`config.mk`:
```
export PLATFORM = sky130hd
export DESIGN_NAME = ipn_sqrt
export DESIGN_NICKNAME = d
export VERILOG_FILES = /design/src/hdl/isotropic_point_normalizer_assert.svh /design/src/hdl/ipn_pkg.sv /design/src/hdl/ipn_sqrt.sv
export SDC_FILE = /design/constraint.sdc
export NUM_CORES = 1
export LEC_CHECK = 0
export BUFFER_PORTS_ARGS = -buffer_cell sky130_fd_sc_hd__buf_2
export CAP_MARGIN = 40
export CORE_MARGIN = 10
export CORE_UTILIZATION = 58
export CTS_CLUSTER_DIAMETER = 40
export DETAILED_ROUTE_END_ITERATION = 10
export GPL_TIMING_DRIVEN = 1
export HOLD_SLACK_MARGIN = 0.05
export MAX_ROUTING_LAYER = met4
export PLACE_DENSITY = 0.84
export SLEW_MARGIN = 20
export SYNTH_ARGS = -nofsm -noshare
export SYNTH_HDL_FRONTEND = slang
export SYNTH_SLANG_ARGS = --single-unit
```
`constraint.sdc`:
```
create_clock -name clk_i -period 3.31 [get_ports clk_i]
set_input_delay 0 -clock clk_i [delete_from_list [all_inputs] [get_ports clk_i]]
set_output_delay 0 -clock clk_i [all_outputs]
set_load 0.1 [all_outputs]
```
`src/hdl/isotropic_point_normalizer_assert.svh`:
```
// assertion macros shared by the point normalizer rtl
// no dependencies; included by files that check their own sequencing
`ifndef ISOTROPIC_POINT_NORMALIZER_ASSERT_SVH
`define ISOTROPIC_POINT_NORMALIZER_ASSERT_SVH

// same-cycle implication, disabled during reset
`define IPN_ASSERT_NOW(lbl, clk, rstn, ante, cons, msg) \
  lbl: assert property (@(posedge clk) disable iff (!(rstn)) (ante) |-> (cons)) \
    else $error(msg);

// next-cycle implication, disabled during reset
`define IPN_ASSERT_NEXT(lbl, clk, rstn, ante, cons, msg) \
  lbl: assert property (@(posedge clk) disable iff (!(rstn)) (ante) |=> (cons)) \
    else $error(msg);

`endif

```
`src/hdl/ipn_pkg.sv`:
```
// types, codes and helpers for the isotropic point normalizer
// no dependencies; used by every module of the block
`default_nettype none

package ipn_pkg;

  localparam int unsigned MAX_POINTS_DEF = 32;
  localparam int unsigned FRAC_BITS_DEF  = 16;
  localparam int unsigned DIV_W          = 64;
  localparam int unsigned SUM_W          = 40;
  localparam int unsigned TOT_W          = 40;
  localparam int unsigned RAD_W          = 66;
  localparam int unsigned ROOT_W         = 33;
  localparam int unsigned PROD_W         = 66;
  localparam logic [DIV_W-1:0] SQRT2_Q32 = 64'd6074001000;

  localparam logic [1:0] ST_OK       = 2'd0;
  localparam logic [1:0] ST_FLAT     = 2'd1;
  localparam logic [1:0] ST_ZERO_W   = 2'd2;
  localparam logic [1:0] ST_OVERFLOW = 2'd3;

  localparam logic KIND_XFORM = 1'b0;
  localparam logic KIND_PAIR  = 1'b1;

  typedef struct packed {
    logic signed [31:0] p1_x;
    logic signed [31:0] p1_y;
    logic signed [31:0] p1_w;
    logic signed [31:0] p2_x;
    logic signed [31:0] p2_y;
    logic signed [31:0] p2_w;
    logic               final_pair;
  } in_t;

  typedef struct packed {
    logic               kind;
    logic signed [31:0] a_x;
    logic signed [31:0] a_y;
    logic signed [31:0] b_x;
    logic signed [31:0] b_y;
    logic        [30:0] scale_one;
    logic        [30:0] scale_two;
    logic        [1:0]  status;
    logic               last_result;
  } out_t;

  typedef struct packed {
    logic signed [31:0] one_x;
    logic signed [31:0] one_y;
    logic signed [31:0] two_x;
    logic signed [31:0] two_y;
  } pair_t;

  typedef enum logic [4:0] {
    S_IDLE, S_DH_GO, S_DH_WAIT, S_STORE,
    S_CEN_GO, S_CEN_WAIT, S_RD, S_SQA, S_SQB, S_SQ_GO, S_SQ_WAIT,
    S_MEAN_GO, S_MEAN_WAIT, S_SC_GO, S_SC_WAIT, S_TMUL, S_TFIN,
    S_EMIT_XF, S_PRD, S_PMUL, S_PACC, S_EMIT_PT
  } state_e;

  function automatic logic signed [31:0] sat32(input logic signed [PROD_W-1:0] v);
    logic signed [31:0] r;
    if (v > PROD_W'(64'sd2147483647)) r = 32'sh7fffffff;
    else if (v < -PROD_W'(64'sd2147483648)) r = 32'sh80000000;
    else r = v[31:0];
    return r;
  endfunction

endpackage

`default_nettype wire

```
`src/hdl/ipn_sqrt.sv`:
```
// digit-by-digit integer square root, floor of the root, two radicand bits a cycle
// depends on ipn_pkg for widths
`default_nettype none

module ipn_sqrt (
  input  wire logic                        clk_i,
  input  wire logic                        rst_ni,
  input  wire logic                        start_i,
  input  wire logic [ipn_pkg::RAD_W-1:0]   rad_i,
  output logic                             done_o,
  output logic [ipn_pkg::ROOT_W-1:0]       root_o
);

  localparam int unsigned RW = ipn_pkg::RAD_W;
  localparam int unsigned QW = ipn_pkg::ROOT_W;
  localparam int unsigned MW = QW + 3;

  logic          busy_q, done_q;
  logic [5:0]    cnt_q;
  logic [RW-1:0] rad_q;
  logic [QW-1:0] root_q;
  logic [MW-1:0] rem_q, rem_sh, trial;
  logic          ge;

  assign rem_sh = {rem_q[MW-3:0], rad_q[RW-1:RW-2]};
  assign trial  = {1'b0, root_q, 2'b01};
  assign ge     = rem_sh >= trial;

  always_ff @(posedge clk_i or negedge rst_ni) begin
    if (!rst_ni) begin
      busy_q <= 1'b0;
      done_q <= 1'b0;
      cnt_q  <= '0;
    end else begin
      done_q <= 1'b0;
      if (start_i) begin
        busy_q <= 1'b1;
        cnt_q  <= '0;
      end else if (busy_q) begin
        cnt_q <= cnt_q + 6'd1;
        if (cnt_q == 6'(QW - 1)) begin
          busy_q <= 1'b0;
          done_q <= 1'b1;
        end
      end
    end
  end

  always_ff @(posedge clk_i) begin
    if (start_i) begin
      rad_q  <= rad_i;
      rem_q  <= '0;
      root_q <= '0;
    end else if (busy_q) begin
      rad_q  <= {rad_q[RW-3:0], 2'b00};
      rem_q  <= ge ? rem_sh - trial : rem_sh;
      root_q <= {root_q[QW-2:0], ge};
    end
  end

  assign done_o = done_q;
  assign root_o = root_q;

endmodule

`default_nettype wire

```
==> summary.md <==
| Metric | Value |
|---|---|
| Dpl cell area | 8428 um2 |
| Share of post-route cells with drive strength above 1 | 25.45% |
| Die X | 135.6 um |
| Filler cells | 880 |
| Sequential power share | 28.5% |
| First-pass GRT wire length | 33980 um |
| Leading post-synthesis cells by cell area | edfxtp_1, dfxtp_1, mux2_2 |
| Main synth FF type | dfxtp_1 |
| Min-delay worst type | input pin to flip-flop |
| Global route total overflow | 0 |
| Worst-Margin Slew | 848.0 ps |
| Final setup viols | 0 |
| Final HPWL DP | 12330 um |
| Post-Synthesis Cells | 761 |
| Drt first-iter violations | 607 |
| Avg Cell Area, Syn | 10.19 um2 |
| Worst Skew | 13.61 ps |
| GP Congestion | 0.9127 |
| Combinational share of power | 47.2% |
| Die ar. | 18390 um2 |
| Area leader, netlist | edfxtp_1 |
| Post-DR vias/cell | 5.713 |
| Status | finished, final reports clean |
| Hold slack | 109.7 ps |
| Worst-path fanout max | 13 |
| MaxCap Viol Count | 0 |
| Ys async rst share | 5.674% |
| DRC Markers | 0 |
| Clock Tree Root | clkbuf_16 |
| IO Port Bufs | 102 |
| Nature of the critical path endpoint | flip-flop |
| CTS tree | built |
| Power Density | 822.5 nW/um2 |
| Die height | 135.6 um |
| CTS Buf Count | 17 |
| Row cnt | 42 |
| Sw power | 3177 uW |
| Setup CP Type | flip-flop to flip-flop |
| Clk slew on worst S/H paths | 70 ps |
| Via count | 6359 |
| Peak supply drop | 0.5241 mV |
| Mapped Nets | 867 |
| Arr. time, crit path | 3360 ps |
| Crit share post-route | 91.39% |
| Clock network fraction of design power | 24.3% |
| Area of the core | 13190 um2 |
| Initial Util | 58.78% |
| CP Launch Type | flip-flop |
| Total Wirelength | 21300 um |
| Synthesis warning total | 0 |
| Mapped Area | 7754 um2 |
| Area Overhead vs Synth | 25.11% |
| Clk_lat worst skew | 430 ps |
| Post-route ant nets | 0 |
| Netlist cell types | 61 |
| Pins Over Slew Limit | 0 |
| Fin nets | 1028 |
| TritonRoute pass-1 iters | 6 |
| Count leader, synth | nor2_1 |
| Switch share | 39.82% |
| Setup TNS | 0 ps |
| Final core occ | 73.54% |
| Fin. Hold Viols | 0 |
| Vias in the first global route | 6406 |
| Wire per inst | 19.13 um |
| Top Ports | 103 |
| GRT Util Overall | 24.03% |
| Number of H-tree levels | 4 |
| Max frequency | 330.6 MHz |
| Slew headroom | 43.35% |
| Share of the synthesized area in the top cell type | 25.56% |
| Commonest cells in the netlist | nor2_1, nand2_1, dfxtp_1, edfxtp_1, mux2_2 |
| Max clock buf depth | 2 |
| Worst endpoint required time | 3650 ps |
| Antenna violations before repair | 2 |
| Largest net degree at the start of global routing | 65 |
| Clock sink count | 141 |
| Sequential element share of the synthesized area | 45.44% |
| Post-route minimum period | 3025 ps |
| Number of flops mapped to enable cells by yosys | 66 |
| #FFs+latches synth | 141 |
| Design area | 9701 um2 |
| Static Leak | 0.004292 uW |
| Pint | 4801 uW |
[cell type report]
cell class                      instances  area [um2]  share of cell area [%]
Sequential cell                       141        3537                   36.46
Antenna cell                            2       5.005                 0.05159
Multi-Input combinational cell        530        3855                   39.74
Timing Repair Buffer                  184        1328                   13.68
Inverter                               48       180.2                   1.857
Clock inverter                         15       150.1                   1.548
Tap cell                              176       220.2                   2.270
Clock buffer                           17       425.4                   4.385
[routing by layer]
layer | routed length [um] | track usage [%] | part of all wire, %
met2 | 10750 | 39.66 | 50
met3 | 1323 | 5.972 | 6.2
met1 | 8552 | 27.80 | 40
met5 | 0 | - | 0
met4 | 669 | 8.672 | 3.1
[cells in the final DEF (no fill, tap or decap), types with 5 or more instances in the layout]
cell type / Yosys / final
a211oi_1: 6 / 6
a21o_1: 10 / 10
a21oi_1: 32 / 32
a311oi_1: 19 / 19
and2_1: 6 / 6
and3_1: 6 / 6
buf_2: 3 / 101
buf_4: 3 / 12
clkbuf_16: 0 / 17
dfrtp_1: 8 / 7
dfxtp_1: 67 / 59
dfxtp_2: 0 / 8
dlygate4sd3_1: 0 / 68
edfxtp_1: 66 / 66
ha_1: 37 / 37
inv_1: 48 / 47
inv_6: 0 / 7
mux2_2: 65 / 65
mux2i_1: 34 / 34
nand2_1: 74 / 74
nand3_1: 20 / 20
nand4_1: 7 / 7
nor2_1: 81 / 81
nor2b_1: 6 / 6
nor4_1: 5 / 5
o21a_1: 5 / 5
o21ai_0: 20 / 20
o21bai_1: 5 / 5
xnor2_1: 16 / 16
xor2_1: 16 / 16
[worst paths after layout]
kind	start	to	slack, ps	cells after the start
setup / recovery	root_o[0]	rem_q[4]	280	12
max in group asynchronous	rst_ni	busy_q	2450	3
hold / removal	start_i	cnt_q[3]	110	2
setup reg to reg	root_o[0]	rem_q[4]	280	12
min in group asynchronous	rst_ni	cnt_q[0]	550	3
hold reg to reg	rem_q[11]	rem_q[13]	500	2
[logic make-up (layout without fill, tap and decap cells)]
kind of cell,count (synthesis),in the layout,synth area share (%)
buffers and inverters,90,264,4.938
AND/OR/NAND/NOR,223,223,12.93
flip-flops,141,141,45.44
adder cells (fa/ha/maj),37,37,5.971
AO/OA/AOI/OAI,139,139,13.28
multiplexers,99,99,13.83
other,0,2,0
XOR/XNOR,32,32,3.615
[state kept, by name, summed over array words and instances, names as in the netlist]
register / count
rad_q: 66
cnt_q: 6
busy_q: 1
rem_q: 34
root_o: 33
done_o: 1
[per-stage QoR]
| stage | total power [uW] | std cells | setup WS, ps |
|---|---|---|---|
| global route | 8460 | 1113 | -13.87 |
| floorplan | 5125 | 761 | 13.77 |
| global placement | 5788 | 1010 | 344.8 |
| CTS | 7840 | 1110 | 153.9 |
| finish | 7979 | 1113 | 284.9 |
| detailed placement | 5845 | 1010 | 222.2 |
[what timing repair did]
item                                    4_1_cts  5_1_grt
resized for setup                             0        1
hold endpoints to repair                     74        0
endpoints found under the setup margin        0       19
setup buffers                                 0        1
hold buffers                                 68        0
[power by group through the flow]
| stage | clock [uW] | combinational [uW] | sequential (uW) |
|---|---|---|---|
| floorplan | 0 | 2810 | 2320 |
| global placement | 0 | 3510 | 2280 |
| detailed placement | 0 | 3560 | 2290 |
| CTS | 1920 | 3670 | 2260 |
| global route | 2030 | 4130 | 2300 |
| finish | 1940 | 3770 | 2280 |
[critical path, cell delays in order, from the launching register on]
cell      delay, ps
dfxtp_2         350
inv_1            50
ha_1            330
nor2b_4         150
o31ai_1         270
a21oi_1         110
nand2b_1        240
a211oi_2        290
nor2_1          130
a211oi_4        380
buf_4           270
nand2_1         100
a311oi_2        240
No activity file was read; power rests on OpenSTA's default activity.
