File: config.mk
export PLATFORM = sky130hd
export DESIGN_NAME = ipn_div
export DESIGN_NICKNAME = d
export VERILOG_FILES = /design/src/hdl/isotropic_point_normalizer_assert.svh /design/src/hdl/ipn_pkg.sv /design/src/hdl/ipn_div.sv
export SDC_FILE = /design/constraint.sdc
export NUM_CORES = 1
export LEC_CHECK = 0
export BUFFER_PORTS_ARGS = -buffer_cell sky130_fd_sc_hd__clkbuf_2
export CAP_MARGIN = 40
export CELL_PAD_IN_SITES_DETAIL_PLACEMENT = 0
export CELL_PAD_IN_SITES_GLOBAL_PLACEMENT = 1
export CORE_MARGIN = 2
export CORE_UTILIZATION = 43
export CTS_BUF_LIST = sky130_fd_sc_hd__clkbuf_8
export DETAILED_ROUTE_END_ITERATION = 6
export PLACE_DENSITY_LB_ADDON = 0.05
export SYNTH_ARGS = -nofsm -noshare
export SYNTH_HDL_FRONTEND = slang
export SYNTH_SLANG_ARGS = --single-unit
File: constraint.sdc
create_clock -name clk_i -period 6.05 [get_ports clk_i]
set_input_delay 0.605 -clock clk_i [delete_from_list [all_inputs] [get_ports clk_i]]
set_output_delay 0.605 -clock clk_i [all_outputs]
set_load 0.02 [all_outputs]
File: src/hdl/isotropic_point_normalizer_assert.svh
// assertion macros shared by the point normalizer rtl
// no dependencies; included by files that check their own sequencing
`ifndef ISOTROPIC_POINT_NORMALIZER_ASSERT_SVH
`define ISOTROPIC_POINT_NORMALIZER_ASSERT_SVH

// same-cycle implication, disabled during reset
`define IPN_ASSERT_NOW(lbl, clk, rstn, ante, cons, msg) \
  lbl: assert property (@(posedge clk) disable iff (!(rstn)) (ante) |-> (cons)) \
    else $error(msg);

// next-cycle implication, disabled during reset
`define IPN_ASSERT_NEXT(lbl, clk, rstn, ante, cons, msg) \
  lbl: assert property (@(posedge clk) disable iff (!(rstn)) (ante) |=> (cons)) \
    else $error(msg);

`endif

File: src/hdl/ipn_pkg.sv
// types, codes and helpers for the isotropic point normalizer
// no dependencies; used by every module of the block
`default_nettype none

package ipn_pkg;

  localparam int unsigned MAX_POINTS_DEF = 32;
  localparam int unsigned FRAC_BITS_DEF  = 16;
  localparam int unsigned DIV_W          = 64;
  localparam int unsigned SUM_W          = 40;
  localparam int unsigned TOT_W          = 40;
  localparam int unsigned RAD_W          = 66;
  localparam int unsigned ROOT_W         = 33;
  localparam int unsigned PROD_W         = 66;
  localparam logic [DIV_W-1:0] SQRT2_Q32 = 64'd6074001000;

  localparam logic [1:0] ST_OK       = 2'd0;
  localparam logic [1:0] ST_FLAT     = 2'd1;
  localparam logic [1:0] ST_ZERO_W   = 2'd2;
  localparam logic [1:0] ST_OVERFLOW = 2'd3;

  localparam logic KIND_XFORM = 1'b0;
  localparam logic KIND_PAIR  = 1'b1;

  typedef struct packed {
    logic signed [31:0] p1_x;
    logic signed [31:0] p1_y;
    logic signed [31:0] p1_w;
    logic signed [31:0] p2_x;
    logic signed [31:0] p2_y;
    logic signed [31:0] p2_w;
    logic               final_pair;
  } in_t;

  typedef struct packed {
    logic               kind;
    logic signed [31:0] a_x;
    logic signed [31:0] a_y;
    logic signed [31:0] b_x;
    logic signed [31:0] b_y;
    logic        [30:0] scale_one;
    logic        [30:0] scale_two;
    logic        [1:0]  status;
    logic               last_result;
  } out_t;

  typedef struct packed {
    logic signed [31:0] one_x;
    logic signed [31:0] one_y;
    logic signed [31:0] two_x;
    logic signed [31:0] two_y;
  } pair_t;

  typedef enum logic [4:0] {
    S_IDLE, S_DH_GO, S_DH_WAIT, S_STORE,
    S_CEN_GO, S_CEN_WAIT, S_RD, S_SQA, S_SQB, S_SQ_GO, S_SQ_WAIT,
    S_MEAN_GO, S_MEAN_WAIT, S_SC_GO, S_SC_WAIT, S_TMUL, S_TFIN,
    S_EMIT_XF, S_PRD, S_PMUL, S_PACC, S_EMIT_PT
  } state_e;

  function automatic logic signed [31:0] sat32(input logic signed [PROD_W-1:0] v);
    logic signed [31:0] r;
    if (v > PROD_W'(64'sd2147483647)) r = 32'sh7fffffff;
    else if (v < -PROD_W'(64'sd2147483648)) r = 32'sh80000000;
    else r = v[31:0];
    return r;
  endfunction

endpackage

`default_nettype wire

File: src/hdl/ipn_div.sv
// restoring unsigned divider, one quotient bit per cycle
// depends on ipn_pkg for the default width
`default_nettype none

module ipn_div #(
  parameter int unsigned W = ipn_pkg::DIV_W
) (
  input  wire logic         clk_i,
  input  wire logic         rst_ni,
  input  wire logic         start_i,
  input  wire logic [W-1:0] num_i,
  input  wire logic [W-1:0] den_i,
  output logic              busy_o,
  output logic              done_o,
  output logic [W-1:0]      quo_o
);

  localparam int unsigned CNT_W = $clog2(W);

  logic             busy_q, done_q;
  logic [CNT_W-1:0] cnt_q;
  logic [W-1:0]     num_q, den_q;
  logic [W:0]       rem_q;
  logic [W:0]       rem_sh;
  logic             ge;

  assign rem_sh = {rem_q[W-1:0], num_q[W-1]};
  assign ge     = rem_sh >= {1'b0, den_q};

  always_ff @(posedge clk_i or negedge rst_ni) begin
    if (!rst_ni) begin
      busy_q <= 1'b0;
      done_q <= 1'b0;
      cnt_q  <= '0;
    end else begin
      done_q <= 1'b0;
      if (start_i) begin
        busy_q <= 1'b1;
        cnt_q  <= '0;
      end else if (busy_q) begin
        cnt_q <= cnt_q + CNT_W'(1);
        if (cnt_q == CNT_W'(W - 1)) begin
          busy_q <= 1'b0;
          done_q <= 1'b1;
        end
      end
    end
  end

  // quotient bits shift in where the dividend shifts out
  always_ff @(posedge clk_i) begin
    if (start_i) begin
      num_q <= num_i;
      den_q <= den_i;
      rem_q <= '0;
    end else if (busy_q) begin
      num_q <= {num_q[W-2:0], ge};
      rem_q <= ge ? rem_sh - {1'b0, den_q} : rem_sh;
    end
  end

  assign busy_o = busy_q;
  assign done_o = done_q;
  assign quo_o  = num_q;

endmodule

`default_nettype wire

==> results of run 1 <==
==> path summary, 6_finish.rpt <==
path,depth (start not counted),to,slack [ns],startpoint
worst max-delay path,12,rem_q[42]$_SDFFE_PP0P_,1.92,den_q[24]$_DFFE_PP_
worst min-delay path,1,den_q[12]$_DFFE_PP_,0.26,den_i[12]
worst max register to register,12,rem_q[42]$_SDFFE_PP0P_,1.92,den_q[24]$_DFFE_PP_
worst min register to register,2,rem_q[58]$_SDFFE_PP0P_,0.50,rem_q[58]$_SDFFE_PP0P_
max in group asynchronous,2,busy_o$_DFF_PN0_,5.32,rst_ni
min in group asynchronous,2,cnt_q[0]$_DFFE_PN0P_,0.52,rst_ni
==> layer usage <==
layer / share of wire [%] / wire length [um]
met3: 4.9 / 1456
met4: 0.98 / 290
met1: 48 / 14350
met2: 46 / 13610
met5: 0 / 0
==> kinds of logic after synthesis <==
kind of cell	after synthesis
adders and majority gates	66
muxes	76
DFF	200
buffers and inverters	161
AOI/OAI and AO/OA	352
and+or+nand+nor	331
xor gates and xnor gates	59
==> power groups by stage <==
stage | Combinational [uW] | Clock [uW] | Sequential (uW)
after floorplan | 1940 | 0 | 1930
after global placement | 2490 | 0 | 1910
after detailed placement | 2490 | 0 | 1910
after CTS | 2500 | 965 | 1880
after global routing | 2810 | 1010 | 1920
final | 2500 | 936 | 1880
==> layout by cell type, fill, tap and decap left out, drive strengths merged, types with 6 or more instances in the layout <==
cell type / n
a31oi: 9
nor2b: 6
dfxtp: 64
dfrtp: 8
a211oi: 38
a21oi: 113
and3: 7
mux2i: 13
nand3: 9
o21ai: 68
nand2b: 11
clkinv: 7
xor2: 24
xnor2: 35
or3: 7
nor2: 139
a21o: 31
nand4: 26
clkbuf: 212
o21bai: 14
o211ai: 21
o21a: 10
mux2: 63
buf: 8
inv: 96
nand2: 95
nor3: 14
ha: 65
edfxtp: 128
==> area by class of cell <==
cell class              count  area share, %
multi-input cells         884          43.86
flip-flops and latches    200          39.17
inverters                  89          2.455
clock buffers              17          1.720
clock inverters            15          1.462
well taps                 378          3.476
repair buffers            204          7.863
==> critical path: stages (launching register included) <==
cell and delay [ns]:
edfxtp_1 0.34, inv_1 0.04, ha_1 0.37, a21oi_1 0.30, o21ai_0 0.16, or3_1 0.43
o311ai_1 0.41, a21o_1 0.26, o31a_2 0.59, buf_4 0.65, o21ai_0 0.19, mux2i_1 0.18
nor2_1 0.05
==> registers in the layout, summed over array words and instances, names as in the netlist <==
| name | count |
|---|---|
| den_q | 64 |
| quo_o | 64 |
| cnt_q | 6 |
| done_o | 1 |
| busy_o | 1 |
| rem_q | 64 |
==> repair_timing <==
item                                    CTS  global route
endpoints found under the setup margin    0             0
hold endpoints to repair                  8             0
hold buffers                              1             0
==> through the flow <==
stage / instance area (um2) / setup slack (ns) / hold slack, ns
after floorplan: 11970 / 2.853 / 0.3094
after global placement: 13140 / 1.933 / 0.4673
after detailed placement: 13160 / 1.932 / 0.4742
after CTS: 13610 / 1.903 / 0.2326
after global routing: 13610 / 1.614 / 0.2287
final: 13610 / 1.922 / 0.2617
==> metrics.txt, run 1 <==
outcome=finished, final reports clean; GRT Util Overall=20.35%; initial core utilization=43.32%; area of the multi-input gates=0.005967 mm2; vias=9,464; FF+latch count, synth=200; vias per cell=5.296; Netlist cell types=73; row cnt=61; maxcap violations=0; synthesized area=0.01197 mm2; Post-Synth XOR/XNOR Area=4.317%; Sw Share=42.37%; Seq/Total Area, Yosys=44.49%; Sink Count=200; filler instances=2,685; first-pass GRT wire length=47.38 mm; post-CTS sizing=0; final critical-path share of the clock period=68.23%; Setup CP Type=reg2reg; leakage power=0.005999 uW; DP HPWL=21.98 mm; Net Count, Synth=1,442; power per cell area=390.9 mW/mm2; drt first pass iters=5; met2 usage=32.39%; number of cells produced by synthesis=1,245; DR iter-0 viols=650; Layout Skew=0.03102 ns; share of the synthesized area in the top cell type=32.11%; Reg area=0.005329 mm2; post-layout min period=4.128 ns; CTS tree=built; largest net degree at the start of global routing=93; Worst-Margin Slew=0.8514 ns; CP arrival=4.49 ns; setup TNS=0 ns; area grow syn2layout=13.67%; Slew Limit Fails=0; Ports=197; worst-path fanout max=65; Max VDD drop=0.1575 mV; Layout Utilization=49.24%; Post-Layout Cell Count=1,787; register share of total power=35.4%; WL/cell=16.63 um; H-tree levels=4; endpoints failing hold=0; DR DRC count=0; Root Driver=clkbuf_8; CTS max path bufs=2; clock network power share=17.6%; most used routing layer in global routing=met2; overall die width=170.8 um; async set-or-reset flop fraction in the synthesized netlist=4.000%; Final Power=5319 uW; Yosys warnings=0; grt ovf=0; synth cell count leaders=nor2_1 (139), edfxtp_1 (128), a21oi_1 (112); die area=0.02918 mm2; Worst-path clk slew=0.13 ns; diode count=0; Final ANT Viol Nets=0; Core ar.=0.02763 mm2; Die Y=170.8 um; top post-synthesis cells by area=edfxtp_1 (32%), dfxtp_1 (11%), ha_1 (6.8%); CTS Buf Count=17; number of synthesized flops with an enable pin=128; vias in the first global route=9,126; Min-Delay Path Class=in2reg; startpoint type of the worst setup path=flip-flop; NumNets Final=1,593; Fmax achieved=0.2423 GHz; mux cell area share after synthesis=7.014%; Synth area leader=edfxtp_1; Worst EP required=6.41 ns; complex-gate fraction of the synthesized area=19.15%; Slew headroom=43.24%; Post-Synth Simple-Gate Area=12.40%; placed insts=1,754; Worst Setup End Kind=flip-flop; Worst-Skew Late Latency=0.50 ns; top-count cell post-synth=nor2_1; Avg Inst Size Synth=9.614 um2; Placer Congestion=0.8523; M3 GR Usage=4.326%; RSZ-0062 raised after global routing=false; met1 Track Usage GR=28.46%; setup violators final=0; Main synth FF type=edfxtp_1; initial antenna violation count=0; final WL=29.71 mm; switching pwr=2254 uW; layout cells sized above 1=22.78%; combinational share of power=47.0%; P_int=3065 uW; main combinational cell family by area after synthesis=compound AO/OA/AOI/OAI gates; Adder-Cell Fraction of Synth Area=6.962%; setup repair bufs after CTS=0; input/output buffers=196
Note: power is estimated with default switching activity, not from simulation.
==> run 2: changes to the inputs <==
--- a/config.mk
+++ b/config.mk
@@ -5,6 +5,7 @@
 export SDC_FILE = /design/constraint.sdc
 export NUM_CORES = 1
 export LEC_CHECK = 0
+export ABC_AREA = 1
 export BUFFER_PORTS_ARGS = -buffer_cell sky130_fd_sc_hd__clkbuf_2
 export CAP_MARGIN = 40
 export CELL_PAD_IN_SITES_DETAIL_PLACEMENT = 0
==> constraint.sdc (replaced) <==
create_clock -name clk_i -period 4.2 [get_ports clk_i]
set_input_delay 0.42 -clock clk_i [delete_from_list [all_inputs] [get_ports clk_i]]
set_output_delay 0.42 -clock clk_i [all_outputs]
set_load 0.02 [all_outputs]
==> run 2 against run 1 <==
  * Highest routed layer unchanged
  * Power down 21%
  * Die area up 18%
  * Sequential power up 21%
  * Via count up 43%
  * Critical path type unchanged
  * Global-route usage up 6.7 points
  * Critical endpoint is now rem_q[51]$_SDFFE_PP0P_
==> metrics.txt, run 2 <==
number of cells produced by synthesis=2,169 (+74%); Main synth FF type=edfxtp_1; Netlist cell types=39 (-47%); CTS tree=built; hold path startpoint=den_i[27]; die area=0.03452 mm2 (+18%); worst path cell trace=inv_1 -> ha_1 -> nand2_1 -> inv_1 -> nand2_1 -> nand2_1 -> nand2_1 -> nand3_2 -> nand2_1 -> nand2_2 -> nand2_1 -> nand2_2 -> nand2_2 -> buf_4 -> nand3_1 -> nand2_1 -> inv_1 -> nand2_1 -> nand2_1; post-layout min period=3.049 ns (-1.079 ns); async set-or-reset flop fraction in the synthesized netlist=4.000% (unchanged); slowest cell on the critical path=buf_4; launch point of the critical path=den_q[3]$_DFFE_PP_; Placer Congestion=0.9592 (+13%); share of the synthesized area in the top cell type=27.04% (-5.1 points); outcome=finished, final reports clean; Slew headroom=45.88% (+2.6 points); Worst-Margin Slew=0.8118 ns (-0.03959 ns); H-tree levels=4 (unchanged); CP arrival=3.47 ns (-1.02 ns); most numerous cell on the critical path=nand2_1; r2r startpoint=den_q[3]$_DFFE_PP_; CP endpoint=rem_q[51]$_SDFFE_PP0P_; leakage power=0.009029 uW (+51%); final WL=45.02 mm (+52%); CP max stage delay=0.61 ns (-0.04 ns); synthesized area=0.01421 mm2 (+19%); DP HPWL=35.85 mm (+63%); area grow syn2layout=12.49%; initial antenna violation count=0 (unchanged); DR iter-0 viols=944 (+45%); most frequent cells in the layout=nand2_1 (924), inv_1 (434), clkbuf_2 (195); Buffers & Inverters on Critical Path=4 (+2); Yosys warnings=0 (unchanged); GRT Util Overall=27.02% (+6.7 points); Slew Limit Fails=0 (unchanged); pre-CTS setup slack=1.169 ns (-0.7629 ns); number of synthesized flops with an enable pin=128 (unchanged); Worst-path clk slew=0.12 ns (about the same); row cnt=66 (+8.2%); first-pass GRT wire length=70.88 mm (+50%); Worst Setup End Kind=flip-flop; Worst EP required=4.62 ns (-1.79 ns); Core ar.=0.03254 mm2 (+18%); final critical-path share of the clock period=72.59% (+4.4 points); Avg Inst Size Synth=6.553 um2 (-32%); overall die width=185.8 um (+8.8%); delay-heaviest family, CP=simple AND/OR/NAND/NOR gates; maxcap violations=0 (unchanged); Crit. path cell count=19 (+7); DR DRC count=0 (unchanged); synth cell count leaders=nand2_1 (924), inv_1 (433), nand3_1 (149); input/output buffers=196 (unchanged); startpoint type of the worst setup path=flip-flop; initial core utilization=43.68% (+0.36 points); Fmax achieved=0.3280 GHz (+35%); diode count=0 (unchanged); vias per cell=4.813 (-9.1%); WL/cell=16.06 um (-3.4%); Setup CP Type=reg2reg; endpoints failing hold=0 (unchanged); r2r endpoint=rem_q[51]$_SDFFE_PP0P_; Sink Count=200 (unchanged); commonest non-fill, non-tap cell in the layout=nand2_1; reg2reg path depth=19 (+7); Root Driver=clkbuf_8; FF-to-FF setup slack=1.15 ns (-0.77 ns); worst-path fanout max=65 (unchanged); setup slack after layout=1.151 ns (-0.7709 ns); grt ovf=0 (unchanged); Seq/Total Area, Yosys=37.47% (-7.0 points); top-count cell post-synth=nand2_1; RSZ-0062 raised after global routing=false; setup violators final=0 (unchanged); NumNets Final=2,546 (+60%); Layout Skew=0.02253 ns (-0.008490 ns); top post-synthesis cells by area=edfxtp_1 (27%), nand2_1 (24%), inv_1 (11%); drt first pass iters=7 (+2); CTS Buf Count=17 (unchanged); layout cells sized above 1=11.18% (-12 points); largest net degree at the start of global routing=79 (-15%); FF+latch count, synth=200 (unchanged); Min-Delay Path Class=in2reg; power per cell area=262.8 mW/mm2 (-33%); post-CTS sizing=0 (unchanged); vias in the first global route=13,005 (+43%); Max VDD drop=0.2159 mV (+37%); vias=13,496 (+43%); Worst-Skew Late Latency=0.53 ns (+0.03 ns); CTS max path bufs=2 (unchanged); Die Y=185.8 um (+8.8%); Net Count, Synth=2,366 (+64%); Synth area leader=edfxtp_1; setup TNS=0 ns (unchanged); Ports=197 (unchanged); Final ANT Viol Nets=0 (unchanged)
[run 2: cell count changes in the layout (fill, tap and decap cells not counted), moves of 30 or more]
cell,delta
nand2_1,+829
inv_1,+346
nand3_1,+140
mux2_2,-63
a21oi_1,-61
a211oi_1,-36
nand3b_1,+35
nor2_1,-30
[run 2: per-stage QoR]
stage                     cells  util, %  area, um2  power (uW)  hold WS [ns]
final                      2804    49.14      15990        4202       0.05260
after global routing       2804    49.14      15990        4416       0.01708
after CTS                  2804    49.14      15990        4245       0.01739
after detailed placement   2771    47.98      15610        3014        0.2776
after global placement     2769    47.83      15560        3005        0.2746
after floorplan            2169        -      14210        2751        0.1244
[run 2: timing repair]
item / in CTS / in global routing
endpoints found under the setup margin: 0 / 0
setup buffers: 0 / 0
hold buffers: 1 / 0
hold endpoints to repair: 8 / 0
[run 2: area by class of cell]
type / instances / area [um2]
clock inverters: 15 / 132.6
flip-flops and latches: 200 / 5325
clock buffers: 17 / 234.0
repair buffers: 209 / 1129
fillers: 3549 / 16550
inverters: 436 / 1638
multi-input cells: 1485 / 6977
well taps: 442 / 553.0
[run 2: kinds of logic after synthesis]
logic type | count (synthesis) | share of synthesized area, %
fa+ha+maj | 66 | 5.863
buf+inv | 484 | 13.55
simple gates | 1275 | 36.87
compound gates | 113 | 4.340
xor+xnor | 31 | 1.910
flops | 200 | 37.47
[run 2: where the power goes]
part / total [uW] / internal, uW / switching [uW]
clock: 1230 / 435 / 796
sequential: 2270 / 2220 / 52.7
combinational: 699 / 242 / 457
[run 2: worst reg2reg max path, stage by stage, from the launching register on]
cell      delay [ns]
edfxtp_1        0.35
inv_1           0.05
ha_1            0.41
nand2_1         0.16
inv_1           0.06
nand2_1         0.06
nand2_1         0.05
nand2_1         0.06
nand3_2         0.15
nand2_1         0.12
nand2_2         0.09
nand2_1         0.11
nand2_2         0.07
nand2_2         0.09
buf_4           0.61
nand3_1         0.22
nand2_1         0.10
inv_1           0.05
nand2_1         0.06
nand2_1         0.05
[run 2: worst min-delay path by stage]
| stage | endpoint | cells past startpoint |
|---|---|---|
| 2_1_floorplan | busy_o$_DFF_PN0_ | 0 |
| 3_3_place_gp | busy_o$_DFF_PN0_ | 1 |
| 3_5_place_dp | cnt_q[5]$_DFFE_PN0P_ | 1 |
| 4_1_cts | den_q[43]$_DFFE_PP_ | 1 |
| 5_1_grt | den_q[42]$_DFFE_PP_ | 1 |
| 6_report | den_q[27]$_DFFE_PP_ | 1 |
[run 2: layer usage]
metal | routed length, um | global-route usage (%)
met5 | 0 | 0
met4 | 1179 | 8.346
met3 | 2580 | 5.048
met2 | 19210 | 41.56
met1 | 22050 | 38.33
